<file path="config.mk">
export PLATFORM = sky130hd
export DESIGN_NAME = sine_pseudocolor_mapper
export DESIGN_NICKNAME = d
export VERILOG_FILES = /design/src/hw/rtl/spm_pkg.sv /design/src/hw/rtl/spm_regs.sv /design/src/hw/rtl/spm_div_step.sv /design/src/hw/rtl/spm_trig_rom.sv /design/src/hw/rtl/sine_pseudocolor_mapper.sv
export SDC_FILE = /design/constraint.sdc
export NUM_CORES = 1
export LEC_CHECK = 0
export BUFFER_PORTS_ARGS = -buffer_cell sky130_fd_sc_hd__buf_2
export CAP_MARGIN = 25
export CORE_MARGIN = 2
export CORE_UTILIZATION = 55
export CTS_BUF_LIST = sky130_fd_sc_hd__clkbuf_16
export CTS_CLUSTER_SIZE = 24
export DETAILED_ROUTE_END_ITERATION = 7
export PLACE_DENSITY = 0.81
export SLEW_MARGIN = 20
export SYNTH_ARGS = -nofsm -noshare
export SYNTH_HDL_FRONTEND = slang
export SYNTH_HIERARCHICAL = 1
export SYNTH_SLANG_ARGS = --single-unit
</file>
<file path="constraint.sdc">
create_clock -name clk -period 4.9 [get_ports clk]
set_input_delay 0.49 -clock clk [delete_from_list [all_inputs] [get_ports clk]]
set_output_delay 0.49 -clock clk [all_outputs]
set_load 0.05 [all_outputs]
</file>
<file path="src/hw/rtl/spm_pkg.sv">
package spm_pkg;

  localparam int ADDR_BITS = 3;
  localparam int DATA_BITS = 32;
  localparam int TRIG_BITS = 7;
  localparam int SERIES_TERMS = 16;

  localparam logic [63:0] Q62_ONE = 64'h4000_0000_0000_0000;
  localparam logic [63:0] PI_Q62  = 64'hC90F_DAA2_2168_C234;

  // register index, taken from paddr bit 2
  typedef enum logic {
    REG_LOW_LEVEL  = 1'b0,
    REG_HIGH_LEVEL = 1'b1
  } reg_idx_t;

  typedef enum logic [1:0] {
    QUAD_0 = 2'd0,
    QUAD_1 = 2'd1,
    QUAD_2 = 2'd2,
    QUAD_3 = 2'd3
  } quad_t;

  // quarter-wave table word plus quadrant
  typedef struct packed {
    logic [TRIG_BITS-1:0] sq;
    logic [TRIG_BITS-1:0] cq;
    quad_t                quad;
  } trig_t;

  // round(127*sin) or round(127*cos) of quarter-wave step r, q62 taylor series,
  // evaluated at elaboration only
  function automatic logic [TRIG_BITS-1:0] trig127(input int phase_bits, input int r,
                                                   input logic is_sin);
    logic [63:0]  x;
    logic [63:0]  x2;
    logic [63:0]  term;
    logic [63:0]  sum;
    logic [63:0]  t;
    logic [63:0]  rnd;
    logic [127:0] prod;
    int           k;
    x    = (PI_Q62 >> (phase_bits - 1)) * 64'(r);
    prod = 128'(x) * 128'(x);
    x2   = prod[125:62];
    term = is_sin ? x : Q62_ONE;
    sum  = term;
    k    = is_sin ? 1 : 0;
    for (int i = 0; i < SERIES_TERMS; i++) begin
      prod = 128'(term) * 128'(x2);
      term = prod[125:62] / 64'((k + 1) * (k + 2));
      k    = k + 2;
      if ((i & 1) != 0) begin
        sum = sum + term;
      end else begin
        sum = sum - term;
      end
    end
    t   = (sum >> 8) * 64'd127;
    rnd = (t + (64'd1 << 53)) >> 54;
    return rnd[TRIG_BITS-1:0];
  endfunction

endpackage

</file>
<file path="src/hw/rtl/spm_regs.sv">
module spm_regs #(
  parameter int PIXEL_BITS = 16
) (
  input  logic                           clk,
  input  logic                           rst,
  input  logic                           psel,
  input  logic                           penable,
  input  logic                           pwrite,
  input  logic [spm_pkg::ADDR_BITS-1:0]  paddr,
  input  logic [spm_pkg::DATA_BITS-1:0]  pwdata,
  output logic [spm_pkg::DATA_BITS-1:0]  prdata,
  output logic                           pready,
  output logic [PIXEL_BITS-1:0]          low_level,
  output logic [PIXEL_BITS-1:0]          high_level
);

  spm_pkg::reg_idx_t idx;

  assign idx    = spm_pkg::reg_idx_t'(paddr[2]);
  assign pready = 1'b1;

  always_ff @(posedge clk) begin
    if (rst) begin
      low_level  <= '0;
      high_level <= '1;
    end else if (psel && penable && pwrite) begin
      unique case (idx)
        spm_pkg::REG_LOW_LEVEL:  low_level  <= pwdata[PIXEL_BITS-1:0];
        spm_pkg::REG_HIGH_LEVEL: high_level <= pwdata[PIXEL_BITS-1:0];
      endcase
    end
  end

  always_comb begin
    unique case (idx)
      spm_pkg::REG_LOW_LEVEL:  prdata = spm_pkg::DATA_BITS'(low_level);
      spm_pkg::REG_HIGH_LEVEL: prdata = spm_pkg::DATA_BITS'(high_level);
    endcase
  end

endmodule

</file>
<file path="src/hw/rtl/spm_div_step.sv">
module spm_div_step #(
  parameter int PIXEL_BITS = 16,
  parameter int PHASE_BITS = 10
) (
  input  logic                  clk,
  input  logic                  en,
  input  logic [PIXEL_BITS-1:0] rem_in,
  input  logic [PIXEL_BITS-1:0] dvs_in,
  input  logic [PHASE_BITS-1:0] quo_in,
  output logic [PIXEL_BITS-1:0] rem,
  output logic [PIXEL_BITS-1:0] dvs,
  output logic [PHASE_BITS-1:0] quo
);

  logic [PIXEL_BITS:0] shifted;
  logic [PIXEL_BITS:0] trial;
  logic                take;

  // one restoring step: remainder stays below the divisor
  always_comb begin
    shifted = {rem_in, 1'b0};
    trial   = shifted - {1'b0, dvs_in};
    take    = shifted >= {1'b0, dvs_in};
  end

  always_ff @(posedge clk) begin
    if (en) begin
      rem <= take ? trial[PIXEL_BITS-1:0] : shifted[PIXEL_BITS-1:0];
      dvs <= dvs_in;
      quo <= {quo_in[PHASE_BITS-2:0], take};
    end
  end

endmodule

</file>
<file path="src/hw/rtl/spm_trig_rom.sv">
module spm_trig_rom #(
  parameter int PHASE_BITS = 10
) (
  input  logic                  clk,
  input  logic                  en,
  input  logic [PHASE_BITS-1:0] phase,
  output spm_pkg::trig_t        trig
);

  localparam int IDX_BITS = PHASE_BITS - 2;
  localparam int QUARTER  = 1 << IDX_BITS;

  logic [spm_pkg::TRIG_BITS-1:0] sin_rom [QUARTER];
  logic [spm_pkg::TRIG_BITS-1:0] cos_rom [QUARTER];
  logic [IDX_BITS-1:0]           idx;

  for (genvar g = 0; g < QUARTER; g++) begin : g_rom
    localparam logic [spm_pkg::TRIG_BITS-1:0] SIN_V = spm_pkg::trig127(PHASE_BITS, g, 1'b1);
    localparam logic [spm_pkg::TRIG_BITS-1:0] COS_V = spm_pkg::trig127(PHASE_BITS, g, 1'b0);
    assign sin_rom[g] = SIN_V;
    assign cos_rom[g] = COS_V;
  end

  assign idx = phase[IDX_BITS-1:0];

  always_ff @(posedge clk) begin
    if (en) begin
      trig.sq   <= sin_rom[idx];
      trig.cq   <= cos_rom[idx];
      trig.quad <= spm_pkg::quad_t'(phase[PHASE_BITS-1 -: 2]);
    end
  end

endmodule

</file>
<file path="src/hw/rtl/sine_pseudocolor_mapper.sv">
// channel  | handshake              | payload
// pix      | pix_valid / pix_stall  | pixel
// rgb      | rgb_valid / rgb_stall  | blue_out, green_out, red_out
// apb      | psel, penable, pready  | paddr, pwrite, pwdata, prdata
//
// one pixel word per clock sustained while rgb_stall is low; the divider resolves
// one phase bit per stage, and the stages are front, PHASE_BITS divide steps,
// quarter-wave table, output register
// rst is synchronous: clears all stage valid bits and loads the reset levels
// each stage holds while its successor is full and stalled; bubbles collapse,
// so a pixel is still taken while a finished word waits at the output
module sine_pseudocolor_mapper #(
  parameter int PHASE_BITS = 10,
  parameter int PIXEL_BITS = 16
) (
  input  logic                          clk,
  input  logic                          rst,
  // apb register port
  input  logic                          psel,
  input  logic                          penable,
  input  logic                          pwrite,
  input  logic [spm_pkg::ADDR_BITS-1:0] paddr,
  input  logic [spm_pkg::DATA_BITS-1:0] pwdata,
  output logic [spm_pkg::DATA_BITS-1:0] prdata,
  output logic                          pready,
  // pixel input
  input  logic                          pix_valid,
  output logic                          pix_stall,
  input  logic [PIXEL_BITS-1:0]         pixel,
  // color output
  output logic                          rgb_valid,
  input  logic                          rgb_stall,
  output logic [7:0]                    blue_out,
  output logic [7:0]                    green_out,
  output logic [7:0]                    red_out
);

  // stage 0 front, 1..PHASE_BITS divide, then table, then output
  localparam int TAB_STAGE = PHASE_BITS + 1;
  localparam int OUT_STAGE = PHASE_BITS + 2;
  localparam int NUM_STAGE = PHASE_BITS + 3;

  logic [PIXEL_BITS-1:0] low_level;
  logic [PIXEL_BITS-1:0] high_level;

  logic [NUM_STAGE-1:0]  vld;
  logic [NUM_STAGE:0]    rdy;

  logic [PIXEL_BITS-1:0] rem [PHASE_BITS];
  logic [PIXEL_BITS-1:0] dvs [PHASE_BITS];
  logic [PHASE_BITS-1:0] quo [PHASE_BITS+1];

  logic [PIXEL_BITS-1:0] span;
  logic                  span_pos;
  logic [PIXEL_BITS-1:0] d_front;

  spm_pkg::trig_t        trig;
  logic signed [8:0]     s_val;
  logic signed [8:0]     c_val;
  logic signed [8:0]     sq_s;
  logic signed [8:0]     cq_s;
  logic [8:0]            blue9;
  logic [8:0]            green9;
  logic [8:0]            red9;

  spm_regs #(
    .PIXEL_BITS(PIXEL_BITS)
  ) u_regs (
    .clk       (clk),
    .rst       (rst),
    .psel      (psel),
    .penable   (penable),
    .pwrite    (pwrite),
    .paddr     (paddr),
    .pwdata    (pwdata),
    .prdata    (prdata),
    .pready    (pready),
    .low_level (low_level),
    .high_level(high_level)
  );

  // ---------------- stage control ----------------
  // a stage loads when it is empty or its successor moves on
  assign rdy[NUM_STAGE] = !rgb_stall;
  for (genvar i = 0; i < NUM_STAGE; i++) begin : g_rdy
    assign rdy[i] = !vld[i] || rdy[i+1];
  end

  assign pix_stall = !rdy[0];
  assign rgb_valid = vld[OUT_STAGE];

  always_ff @(posedge clk) begin
    if (rst) begin
      vld <= '0;
    end else begin
      if (rdy[0]) begin
        vld[0] <= pix_valid;
      end
      for (int i = 1; i < NUM_STAGE; i++) begin
        if (rdy[i]) begin
          vld[i] <= vld[i-1];
        end
      end
    end
  end

  // ---------------- front: offset and clamp ----------------
  // empty or inverted range forces offset 0 over divisor 1, so phase 0
  always_comb begin
    span     = high_level - low_level;
    span_pos = high_level > low_level;
    priority if (!span_pos) begin
      d_front = '0;
    end else if (pixel >= high_level) begin
      d_front = span - PIXEL_BITS'(1);
    end else if (pixel > low_level) begin
      d_front = pixel - low_level;
    end else begin
      d_front = '0;
    end
  end

  always_ff @(posedge clk) begin
    if (rdy[0]) begin
      rem[0] <= d_front;
      dvs[0] <= span_pos ? span : PIXEL_BITS'(1);
    end
  end

  // ---------------- phase divider: d * 2^PHASE_BITS / span ----------------
  assign quo[0] = '0;

  for (genvar i = 0; i < PHASE_BITS; i++) begin : g_div
    if (i < PHASE_BITS - 1) begin : g_mid
      spm_div_step #(
        .PIXEL_BITS(PIXEL_BITS),
        .PHASE_BITS(PHASE_BITS)
      ) u_step (
        .clk   (clk),
        .en    (rdy[i+1]),
        .rem_in(rem[i]),
        .dvs_in(dvs[i]),
        .quo_in(quo[i]),
        .rem   (rem[i+1]),
        .dvs   (dvs[i+1]),
        .quo   (quo[i+1])
      );
    end else begin : g_last
      // final remainder and divisor are not needed past this point
      spm_div_step #(
        .PIXEL_BITS(PIXEL_BITS),
        .PHASE_BITS(PHASE_BITS)
      ) u_step (
        .clk   (clk),
        .en    (rdy[i+1]),
        .rem_in(rem[i]),
        .dvs_in(dvs[i]),
        .quo_in(quo[i]),
        .rem   (),
        .dvs   (),
        .quo   (quo[i+1])
      );
    end
  end

  // ---------------- quarter-wave table ----------------
  spm_trig_rom #(
    .PHASE_BITS(PHASE_BITS)
  ) u_rom (
    .clk  (clk),
    .en   (rdy[TAB_STAGE]),
    .phase(quo[PHASE_BITS]),
    .trig (trig)
  );

  // ---------------- quadrant fold and output ----------------
  always_comb begin
    sq_s = $signed({2'b00, trig.sq});
    cq_s = $signed({2'b00, trig.cq});
    unique case (trig.quad)
      spm_pkg::QUAD_0: begin
        s_val = sq_s;
        c_val = cq_s;
      end
      spm_pkg::QUAD_1: begin
        s_val = cq_s;
        c_val = -sq_s;
      end
      spm_pkg::QUAD_2: begin
        s_val = -sq_s;
        c_val = -cq_s;
      end
      spm_pkg::QUAD_3: begin
        s_val = -cq_s;
        c_val = sq_s;
      end
    endcase
    blue9  = 9'(9'sd128 + s_val);
    green9 = 9'(9'sd128 - c_val);
    red9   = 9'(9'sd128 - s_val);
  end

  always_ff @(posedge clk) begin
    if (rdy[OUT_STAGE]) begin
      blue_out  <= blue9[7:0];
      green_out <= green9[7:0];
      red_out   <= red9[7:0];
    end
  end

  // ---------------- checks ----------------
  // clamp keeps the offset strictly below the divisor
  a_front_clamp: assert property (@(posedge clk) disable iff (rst)
    vld[0] |-> rem[0] < dvs[0])
    else $error("front offset not below divisor");

  // restoring step keeps the remainder below the divisor
  a_div_rem: assert property (@(posedge clk) disable iff (rst)
    vld[1] |-> rem[1] < dvs[1])
    else $error("divider remainder not below divisor");

  // color channels never reach zero
  a_out_range: assert property (@(posedge clk) disable iff (rst)
    rgb_valid |-> (blue_out != 8'd0) && (green_out != 8'd0) && (red_out != 8'd0))
    else $error("color channel out of range");

endmodule

</file>
# After elaboration in Yosys (flattened, before gate mapping)
# Memory sizes are Yosys's and may differ from the RTL's. A register that Yosys moved wholly into a read port is not among the register bits.
# Index checks and enable logic that the tools add are counted.
dict set report totals {
  reg_bits 446
  latchBits 0
  mem_bits_rw 0
  romBits 3584
  input_bits 58
  output_inout_bits 59
  wordCells 142
  mem_count 2
}
dict set report op_classes {
  addsub 17
  multipliers 0
  div 0
  magnitude_cmp 13
  n_eq_ne 3
  shift 0
  n_mux 14
  n_bitwise 2
  reduce_logical 33
}
# memory words word_bits rd rd_clocked_by_memory_dff wr line
set memory_table {}
lappend memory_table {{(name not given)} 256 7 1 1 0 spm_trig_rom.sv:28} ;# trig.sq <= sin_rom[idx];
lappend memory_table {{(name not given)} 256 7 1 1 0 spm_trig_rom.sv:29} ;# trig.cq <= cos_rom[idx];
# cell count
set ops {}
lappend ops {{two-way mux 16 bit} 11}
lappend ops {{subtractor 16 bit} 11}
lappend ops {{greater-or-equal comparator 17 x 16 -> 1 bit} 10}
lappend ops {{case mux 32 bit (2 select lines)} 1}
lappend ops {{case mux 8 bit (4 select lines)} 2}
lappend ops {{greater-than comparator 16 bit} 2}
lappend ops {{greater-or-equal comparator 16 bit} 1}
lappend ops {{negation 7 -> 8 bit} 2}
lappend ops {{subtractor 16 x 1 -> 16 bit (second input constant)} 1}
lappend ops {{subtractor 8 bit (first input constant)} 2}
lappend ops {{zero test 1 bit} 15}
lappend ops {{logical OR 1 bit} 13}
lappend ops {{inverter 8 -> 9 bit} 1}
lappend ops {{adder 8 bit (first input constant)} 1}
lappend ops {{== test 2 bit (second input constant)} 2}
lappend ops {{AND reduction 2 bit} 2}
lappend ops {{== test 2 x 1 -> 1 bit (second input constant)} 1}
lappend ops {{logical AND 1 bit} 2}
lappend ops {{zero test 2 bit} 1}
lappend ops {{inverter 1 bit} 1}

# Logic depth before layout (Yosys ltp)
# Gate-level depths: netlist of run 1.
dict set report logic_depth {
  ltp_word 15
  ltp_mapped 13
  depth_no_buf 13
}

# Hierarchy
# The synthesis of run 1 kept the hierarchy.
# module instances cells_per_inst area_per_inst_um2 seq_area_each_um2
set by_module_without_submodules {}
lappend by_module_without_submodules {spm_div_step 10 193 2362.3 1261.2}
lappend by_module_without_submodules {sine_pseudocolor_mapper 1 620 5540.3 1911.8}
lappend by_module_without_submodules {spm_trig_rom 1 435 3229.3 480.5}
lappend by_module_without_submodules {spm_regs 1 178 1710.4 640.6}

# Worst setup path after synthesis of run 1
# Ideal clock, no wire load.
dict set report synth_timing {
  path_type {flip-flop to output port}
  from {register vld[12]}
  to {output pix_stall}
  arrival_time_ps 3934
  required_time_ps 4410
  setup_slack_ps 476
  stages_incl_launch_ff 10
  path_buffers 1
  path_cell_list {dfxtp_1 > and3_1 > inv_1 > nor2_1 > and2_1 > and3_1 > and3_1 > clkbuf_1 > nand4_1 > inv_1}
}
dict set report synth_between {
  elab_chain_cells 15
}
# item line
set synth_rtl {}
lappend synth_rtl {{start, declared} sine_pseudocolor_mapper.sv:46} ;# logic [NUM_STAGE-1:0] vld;
lappend synth_rtl {{start signal, assigned by index} sine_pseudocolor_mapper.sv:101} ;# vld[i] <= vld[i-1];
lappend synth_rtl {{zero test 1 bit} sine_pseudocolor_mapper.sv:86} ;# assign rdy[i] = !vld[i] || rdy[i+1];
lappend synth_rtl {{logical OR 1 bit (2 in series)} sine_pseudocolor_mapper.sv:86}
lappend synth_rtl {{net rdy[11]} sine_pseudocolor_mapper.sv:47} ;# logic [NUM_STAGE:0] rdy;
lappend synth_rtl {{logical OR 1 bit (11 in series)} sine_pseudocolor_mapper.sv:86}
lappend synth_rtl {{zero test 1 bit} sine_pseudocolor_mapper.sv:89} ;# assign pix_stall = !rdy[0];
lappend synth_rtl {{end, declared} sine_pseudocolor_mapper.sv:28} ;# output logic pix_stall,
# The timed path passes the listed nets, and every way through them passes these cells.

# Worst setup path in the final report of run 1
# Same ends and word-level chain as after synthesis.

==> results of run 1 <==
how the worst min path moves through the flow:
stage,slack [ns],end,startpoint
after CTS,0.13,vld[12]$_SDFFE_PP0P_,rgb_stall
after detailed placement,0.40,g_div[6].g_mid.u_step/quo[1]$_DFFE_PP_,g_div[5].g_mid.u_step/quo[0]$_DFFE_PP_
after floorplan,0.40,g_div[1].g_mid.u_step/quo[1]$_DFFE_PP_,g_div[0].g_mid.u_step/quo[0]$_DFFE_PP_
after global placement,0.40,g_div[1].g_mid.u_step/quo[1]$_DFFE_PP_,g_div[0].g_mid.u_step/quo[0]$_DFFE_PP_
after global routing,0.15,vld[0]$_SDFFE_PP0N_,pix_valid
final,0.16,vld[0]$_SDFFE_PP0N_,pix_valid
per-stage QoR:
stage / utilization / area (µm²) / std cells / hold slack, ns / power [W]
finish: 0.592 / 33300 / 3836 / 0.165 / 0.0176
global route: 0.592 / 33300 / 3836 / 0.153 / 0.0187
CTS: 0.591 / 33200 / 3834 / 0.135 / 0.0176
detailed placement: 0.566 / 31800 / 3749 / 0.405 / 0.0142
global placement: 0.565 / 31800 / 3747 / 0.402 / 0.0140
floorplan: - / 31200 / 3011 / 0.400 / 0.0130
power groups by stage:
stage                     sequential [W]  combinational (W)  clock (W)
after floorplan                  0.00649            0.00653          0
after global placement           0.00644            0.00757          0
after detailed placement         0.00648            0.00772          0
after CTS                        0.00640            0.00777    0.00343
after global routing             0.00653            0.00863    0.00356
final                            0.00641            0.00788    0.00336
flip-flops by register name (all words and copies together), names as in the netlist:
register	cells
g_div.g_mid.u_step/dvs	144
g_div.g_mid.u_step/rem	144
g_div.g_mid.u_step/quo	45
dvs	16
rem	16
u_regs/high_level	16
u_regs/low_level	16
u_rom/trig	16
vld	13
g_div.g_last.u_step/quo	10
blue_out	8
green_out	8
red_out	7
layout make-up:
class | instances | area, µm²
fill | 4531 | 22900
clock inverter | 38 | 259
inverter | 268 | 1010
timing repair buffer | 104 | 631
multi-input combinational | 2164 | 15900
sequential | 459 | 13300
tap | 756 | 946
clock buffer | 47 | 1180
metal layers:
layer / global-route usage / wire, µm
met1: 0.251 / 25700
met5: 0 / 0
met4: 0.0784 / 1850
met2: 0.385 / 32000
met3: 0.0301 / 3380
placed cells by master, fill, tap and decap left out, drive strengths merged, types with 51 or more instances in the layout:
master,n
edfxtp,414
inv,277
nor2,233
ha,225
a21oi,216
nand2,178
o21ai,171
mux2,137
buf,104
nand2b,100
nand3,87
xnor2,79
xor2,66
mux2i,55
nor2b,51
worst max-delay path, delay by kind of cell (launching register included):
family | cells | cell delay (ns)
AND/OR/NAND/NOR | 6 | 1.77
flip-flops | 1 | 0.36
buffers and inverters | 3 | 0.72
==> run_results.csv, run 1 <==
group,metric,value,unit
yosys,synth_cells,2996,
worst_setup_path,reg2reg_to,"rem[156]$_SDFFCE_PP0N_",
global_route,grtUsageTotal,0.211,
finish,layout-drive-gt1-share,0.133,
die,die_h,242,µm
finish,diodes,0,
worst_setup_path,worstSetupPathType,"register to primary output",
power,power_switching,0.00658,W
clock_tree,cts-htree-levels,2,
detailed_routing,drtIter0Drc,1775,
global_route,gr-total-overflow,0,
placed_design,dp_hpwl,46.3,mm
worst_setup_path,crit_path_start,"vld[12]$_SDFFE_PP0P_",
sta,slew_viol_final,0,
power,clkPwrFrac,0.191,
placed_design,port_buffers,81,
placed_design,pre_cts_slack,1.42,ns
worst_setup_path,critical_path_arrival,3.43,ns
detailed_routing,drtAntennaViolNets,0,
die,io_pins,117,
worst_setup_path,worstRegToRegCells,11,
clock_tree,root_buffer,"clkbuf_16",
yosys,syn_area_per_cell,10.4,µm²
die,start_util,0.554,
worst_setup_path,critical-path-slowest-cell,"dfxtp_1",
power,comb_power_share,0.446,
sta,post-route-min-period,3.92,ns
detailed_routing,wirelength,62.9,mm
job,cap_violations,0,
power,leakage,14.2,nW
detailed_routing,first_pass_iters,6,
clock_tree,clk_pin_slew,0.06,ns
die,dieArea,0.0585,mm²
sta,setup_tns,0,ns
die,rows,87,
status,status,"finished, final reports clean",
finish,fin_nets,3337,
detailed_routing,via_count,22477,
detailed_routing,vias_per_cell,5.86,
sta,finalClockSkew,0.0142,ns
sta,final_hold_viol_count,0,
hold_path,hold_path_depth,3,
sta,finalCritPeriodShare,0.800,
worst_setup_path,slowest_delay,0.36,ns
power,power.density,531,mW/mm²
power,p_sw_frac,0.373,
finish,area_delta_synth_final,6.79,%
die,core_area,0.0562,mm²
clock_tree,clock_latency,0.58,ns
detailed_routing,drc,0,
clock_tree,numCtsBuffers,46,
power,p_int,0.0111,W
sta,maxClockFrequency,0.255,GHz
worst_setup_path,path_cells,"and3_1 -> inv_1 -> nor2_1 -> and2_1 -> and3_1 -> and3_1 -> nand4_1 -> inv_1 -> buf_2",
worst_setup_path,reg2reg_from,"u_regs/low_level[0]$_SDFFE_PP0P_",
die,die_x,242,µm
clock_tree,cts_tree,"done",
yosys,synth_area,0.0311,mm²
worst_setup_path,critPathMostFrequentCell,"and3_1",
detailed_routing,wl_per_cell,16.4,µm
clock_tree,clock_path_buffers,3,
power,pwr-share-seq,0.363,
global_route,grt_antenna_before_repair,1,
worst_setup_path,rrSetupSlack,1.47,ns
clock_tree,post_cts_buffers,0,
sta,rsz0062_at_grt,"false",
worst_setup_path,critical_path_required,4.41,ns
global_route,grt_pass1_vias,21709,
clock_tree,hold_buffers,0,
power,vdd_ir_drop_max,0.414,mV
sta,worst_slack,0.979,ns
worst_setup_path,cp_max_fo,17,
yosys,synth_warnings,6,
global_route,grt_max_degree,53,
sta,setup_viol,0,
worst_setup_path,crit_path_start_kind,"register",
sta,relSlewSlack,0.325,
clock_tree,cts_sinks,459,
worst_setup_path,end_kind,"primary output",
clock_tree,post_cts_resize_count,0,
global_route,grt_first_pass_wirelength,104,mm
worst_setup_path,crit_path_end,"pix_stall",
hold_path,worstHoldPathType,"primary input to register",
placed_design,place_congestion,0.942,
sta,tightestPinTransition,1.01,ns
No activity file was read; power rests on OpenSTA's default activity.
==> run 2: changes to the inputs <==
--- a/config.mk
+++ b/config.mk
@@ -12,7 +12,7 @@
 export CTS_BUF_LIST = sky130_fd_sc_hd__clkbuf_16
 export CTS_CLUSTER_SIZE = 24
 export DETAILED_ROUTE_END_ITERATION = 7
-export PLACE_DENSITY = 0.81
+export PLACE_DENSITY = 0.84
 export SLEW_MARGIN = 20
 export SYNTH_ARGS = -nofsm -noshare
 export SYNTH_HDL_FRONTEND = slang
==> constraint.sdc (replaced) <==
create_clock -name clk -period 3.6 [get_ports clk]
set_input_delay 0.36 -clock clk [delete_from_list [all_inputs] [get_ports clk]]
set_output_delay 0.36 -clock clk [all_outputs]
set_load 0.05 [all_outputs]
==> run_results.csv, run 2 (synthesis gave the netlist of run 1 again) <==
group,metric,value,unit
status,status,"finished, final reports clean",
power,leakage,14.3,nW
clock_tree,numCtsBuffers,46,
sta,slew_viol_final,0,
worst_setup_path,critPathBufInv,1,
clock_tree,clock_latency,0.57,ns
placed_design,pre_cts_slack,0.192,ns
sta,finalClockSkew,0.0213,ns
finish,final_cells,3859,
placed_design,place_congestion,0.945,
job,cap_violations,0,
placed_design,dp_hpwl,50.7,mm
clock_tree,hold_buffers,0,
die,start_util,0.554,
sta,setup_viol,0,
worst_setup_path,critPathMostFrequentCell,"a21o_1",
global_route,grt_pass1_vias,22393,
worst_setup_path,critical-path-slowest-cell,"a2111oi_4",
power,power.total,0.0244,W
clock_tree,post_cts_buffers,0,
detailed_routing,drtAntennaViolNets,0,
worst_setup_path,cp_max_fo,4,
global_route,gr-total-overflow,0,
finish,layout-drive-gt1-share,0.142,
sta,maxClockFrequency,0.293,GHz
die,core_area,0.0562,mm²
finish,fin_nets,3359,
detailed_routing,wirelength,69.2,mm
worst_setup_path,worstSetupPathType,"register to register",
global_route,grtUsageTotal,0.230,
clock_tree,cts-htree-levels,2,
sta,post-route-min-period,3.41,ns
finish,final_common_cell,"edfxtp_1",
clock_tree,clk_pin_slew,0.07,ns
detailed_routing,via_count,23243,
sta,worst_slack,0.189,ns
worst_setup_path,slowest_delay,0.42,ns
clock_tree,cts_sinks,459,
sta,final_hold_viol_count,0,
clock_tree,cts_tree,"done",
global_route,grt_first_pass_wirelength,111,mm
power,vdd_ir_drop_max,0.504,mV
detailed_routing,vias_per_cell,6.02,
sta,finalCritPeriodShare,0.948,
finish,utilization,0.595,
die,io_pins,117,
die,die_x,242,µm
detailed_routing,drtIter0Drc,2009,
hold_path,worstHoldPathType,"primary input to register",
worst_setup_path,end_kind,"register",
clock_tree,root_buffer,"clkbuf_16",
die,die_h,242,µm
detailed_routing,drc,0,
power,power.density,731,mW/mm²
detailed_routing,first_pass_iters,6,
worst_setup_path,crit_path_start_kind,"register",
global_route,grt_max_degree,78,
placed_design,port_buffers,81,
global_route,grt_antenna_before_repair,0,
finish,diodes,0,
finish,area_delta_synth_final,7.36,%
finish,mostFrequentLayoutCells,"edfxtp_1, inv_1, nor2_1",
worst_setup_path,critical_path_arrival,3.72,ns
worst_setup_path,critical_path_required,3.91,ns
sta,relSlewSlack,0.280,
sta,rsz0062_at_grt,"false",
clock_tree,clock_path_buffers,3,
placed_design,dp_cells,3770,
worst_setup_path,path_cells,"ha_1 -> inv_1 -> fa_1 -> a21o_1 -> a211o_1 -> a21o_1 -> a2111oi_4 -> nand3_2 -> or3_1 -> a21o_1 -> o2bb2ai_1",
die,rows,87,
detailed_routing,wl_per_cell,17.9,µm
finish,largestRegisters,"g_div.g_mid.u_step/dvs x144, g_div.g_mid.u_step/rem x144, g_div.g_mid.u_step/quo x45",
sta,setup_tns,0,ns
worst_setup_path,crit_family,"compound AO/OA/AOI/OAI gates",
clock_tree,post_cts_resize_count,0,
die,dieArea,0.0585,mm²
sta,tightestPinTransition,1.08,ns
[run 2: layout make-up]
cell class	count	area [µm²]
Tap cell	756	946
Fill cell	4473	22700
Inverter	268	1010
Multi-Input combinational cell	2164	15900
Clock inverter	35	171
Timing Repair Buffer	126	769
Clock buffer	51	1280
Sequential cell	459	13300
[run 2: path summary, 6_finish.rpt]
path / startpoint / endpoint / slack [ns] / depth (start not counted)
min: pix_valid / vld[0]$_SDFFE_PP0N_ / 0.05 / 3
max reg2reg: u_regs/low_level[0]$_SDFFE_PP0P_ / rem[156]$_SDFFCE_PP0N_ / 0.19 / 11
min reg2reg: g_div[5].g_mid.u_step/quo[0]$_DFFE_PP_ / g_div[6].g_mid.u_step/quo[1]$_DFFE_PP_ / 0.41 / 0
max: u_regs/low_level[0]$_SDFFE_PP0P_ / rem[156]$_SDFFCE_PP0N_ / 0.19 / 11
[run 2: worst min-delay path: cells and delay by family]
family                 cells  cell delay, ns
buffers and inverters      2            0.16
AO/OA/AOI/OAI              1            0.05
[run 2: through the flow]
step | hold slack, ns | cell area (µm²)
final | 0.0488 | 33400
after global routing | 0.0558 | 33400
after floorplan | 0.400 | 31200
after detailed placement | 0.405 | 31900
after global placement | 0.400 | 31900
after CTS | 0.0414 | 33400
[run 2: layer usage]
layer | vias to the layer above | track usage | part of all wire
met3 | 233 | 0.0256 | 0.053
met2 | 907 | 0.420 | 0.51
met5 | - | 0 | 0
met4 | 0 | 0.114 | 0.046
met1 | 10983 | 0.266 | 0.39
li1 | 11120 | - | -
[run 2: power breakdown]
group	switching, W	leakage [nW]	internal, W
Sequential	0.000990	4.66	0.00779
Combinational	0.00628	8.95	0.00478
Clock	0.00203	0.734	0.00255
Total	0.00931	14.3	0.0151
==> run 3: changes to the inputs <==
==> constraint.sdc (replaced) <==
create_clock -name clk -period 2.8 [get_ports clk]
set_input_delay 0.28 -clock clk [delete_from_list [all_inputs] [get_ports clk]]
set_output_delay 0.28 -clock clk [all_outputs]
set_load 0.05 [all_outputs]
==> run_results.csv, run 3 (synthesis gave the netlist of run 1 again) <==
group,metric,value,unit
finish,final_common_cell,"edfxtp_1",
sta,tightestPinTransition,0.733,ns
worst_setup_path,slowest_delay,0.36,ns
clock_tree,numCtsBuffers,46,
placed_design,dp_cells,3913,
detailed_routing,wl_per_cell,18.5,µm
detailed_routing,wirelength,75.0,mm
global_route,grt_max_degree,78,
global_route,grt_first_pass_wirelength,118,mm
die,die_h,242,µm
placed_design,pre_cts_slack,-0.255,ns
detailed_routing,wl_met1,28.3,mm
global_route,grt_antenna_before_repair,0,
clock_tree,root_buffer,"clkbuf_16",
detailed_routing,vias_per_cell,6.01,
sta,setup_tns,-1.98,ns
detailed_routing,drc,0,
worst_setup_path,critical-path-slowest-cell,"fa_2",
worst_setup_path,critical_path_required,3.12,ns
worst_setup_path,worstSetupPathType,"register to register",
power,power.density,922,mW/mm²
detailed_routing,via_count,24341,
finish,largestRegisters,"g_div.g_mid.u_step/dvs x144, g_div.g_mid.u_step/rem x144, g_div.g_mid.u_step/quo x45",
finish,fin_nets,3550,
sta,setup_viol,27,
placed_design,port_buffers,81,
finish,final_cells,4050,
finish,area_delta_synth_final,13.7,%
worst_setup_path,cp_max_fo,3,
finish,mostFrequentLayoutCells,"edfxtp_1, inv_1, nor2_1",
finish,register_area,0.0133,mm²
worst_setup_path,crit_path_start_kind,"register",
clock_tree,cts_sinks,459,
finish,fillers,4129,
sta,slew_viol_final,0,
die,die_x,242,µm
status,violations,"setup timing",
global_route,gr-total-overflow,0,
finish,layout-drive-gt1-share,0.204,
die,io_pins,117,
sta,worst_slack,-0.215,ns
worst_setup_path,crit_family,"compound AO/OA/AOI/OAI gates",
worst_setup_path,path_cells,"inv_2 -> ha_4 -> inv_2 -> fa_2 -> a21o_1 -> a211o_1 -> a21o_1 -> a2111oi_4 -> buf_4 -> nand3_4 -> nor4_4 -> a2111o_1 -> o211ai_1",
sta,post-route-min-period,3.02,ns
finish,stdcell_area,0.0354,mm²
power,power.total,0.0327,W
detailed_routing,drtIter0Drc,2179,
sta,finalCritPeriodShare,1.08,
detailed_routing,drtAntennaViolNets,0,
sta,maxClockFrequency,0.332,GHz
hold_path,worstHoldPathType,"primary input to register",
clock_tree,clock_latency,0.59,ns
sta,relSlewSlack,0.511,
global_route,grtUsageTotal,0.246,
sta,final_hold_viol_count,0,
detailed_routing,met3_length,4.47,mm
placed_design,place_congestion,0.948,
placed_design,placed_area,0.0332,mm²
die,rows,87,
detailed_routing,dr_wl_met2,38.9,mm
worst_setup_path,end_kind,"register",
die,dieArea,0.0585,mm²
power,vdd_ir_drop_max,0.828,mV
job,cap_violations,0,
sta,rsz0062_at_grt,"true",
sta,finalClockSkew,0.0171,ns
clock_tree,cts_tree,"done",
clock_tree,cts-htree-levels,2,
global_route,grt_pass1_vias,23345,
die,core_area,0.0562,mm²
worst_setup_path,critical_path_arrival,3.34,ns
clock_tree,clock_path_buffers,3,
detailed_routing,routed.top_layer,"met4",
placed_design,dp_hpwl,53.5,mm
power,leakage,15.4,nW
status,status,"finished, violations left",
clock_tree,clk_pin_slew,0.06,ns
finish,diodes,0,
worst_setup_path,critPathBufInv,3,
finish,multi_input_area,0.0163,mm²
worst_setup_path,rrSetupSlack,-0.22,ns
die,start_util,0.554,
detailed_routing,first_pass_iters,6,
## run 3: cell count changes in the layout (fill, tap and decap cells not counted), moves of 6 or more
cell           delta
a21oi_1           -8
a21oi_2           +6
buf_4           +155
buf_12           +12
ha_1              -6
dlygate4sd3_1    +18
buf_6             +6
## run 3: through the flow
stage | hold WS, ns | utilization
after floorplan | 0.349 | -
after CTS | 0.143 | 0.623
final | 0.194 | 0.631
after global routing | 0.223 | 0.631
after detailed placement | 0.405 | 0.592
after global placement | 0.400 | 0.592
## run 3: path summary, 6_finish.rpt
check | start | to | cells after the start
setup / recovery | u_regs/high_level[0]$_SDFFE_PP1P_ | rem[159]$_SDFFCE_PP0N_ | 13
hold / removal | rst | vld[4]$_SDFFE_PP0P_ | 2
setup reg to reg | u_regs/high_level[0]$_SDFFE_PP1P_ | rem[159]$_SDFFCE_PP0N_ | 13
hold reg to reg | g_div[1].g_mid.u_step/quo[1]$_DFFE_PP_ | g_div[2].g_mid.u_step/quo[2]$_DFFE_PP_ | 0
## run 3: power by group
group / internal (W) / total [W] / switching, W
Sequential: 0.0100 / 0.0113 / 0.00125
Clock: 0.00329 / 0.00593 / 0.00264
Combinational: 0.00694 / 0.0155 / 0.00852
## run 3: routing by layer
layer | global-route usage | vias up
met5 | 0 | -
met4 | 0.120 | 0
met3 | 0.0310 | 234
met2 | 0.449 | 1049
met1 | 0.284 | 11572
li1 | - | 11486
## run 3: what timing repair did
item | 4_1_cts | 5_1_grt
hold endpoints to repair | 32 | 0
resized for setup | 22 | 53
hold buffers | 18 | 0
pin swaps | 7 | 13
setup buffers | 5 | 27
gates cloned | 1 | 1
endpoints found under the setup margin | 19 | 99
## run 3: area by class of cell
class                      count  area share
multi-input combinational   2164       0.459
sequential                   459       0.377
timing repair buffer         317      0.0683
clock buffer                  46      0.0325
inverter                     268      0.0286
tap                          756      0.0267
clock inverter                40     0.00816
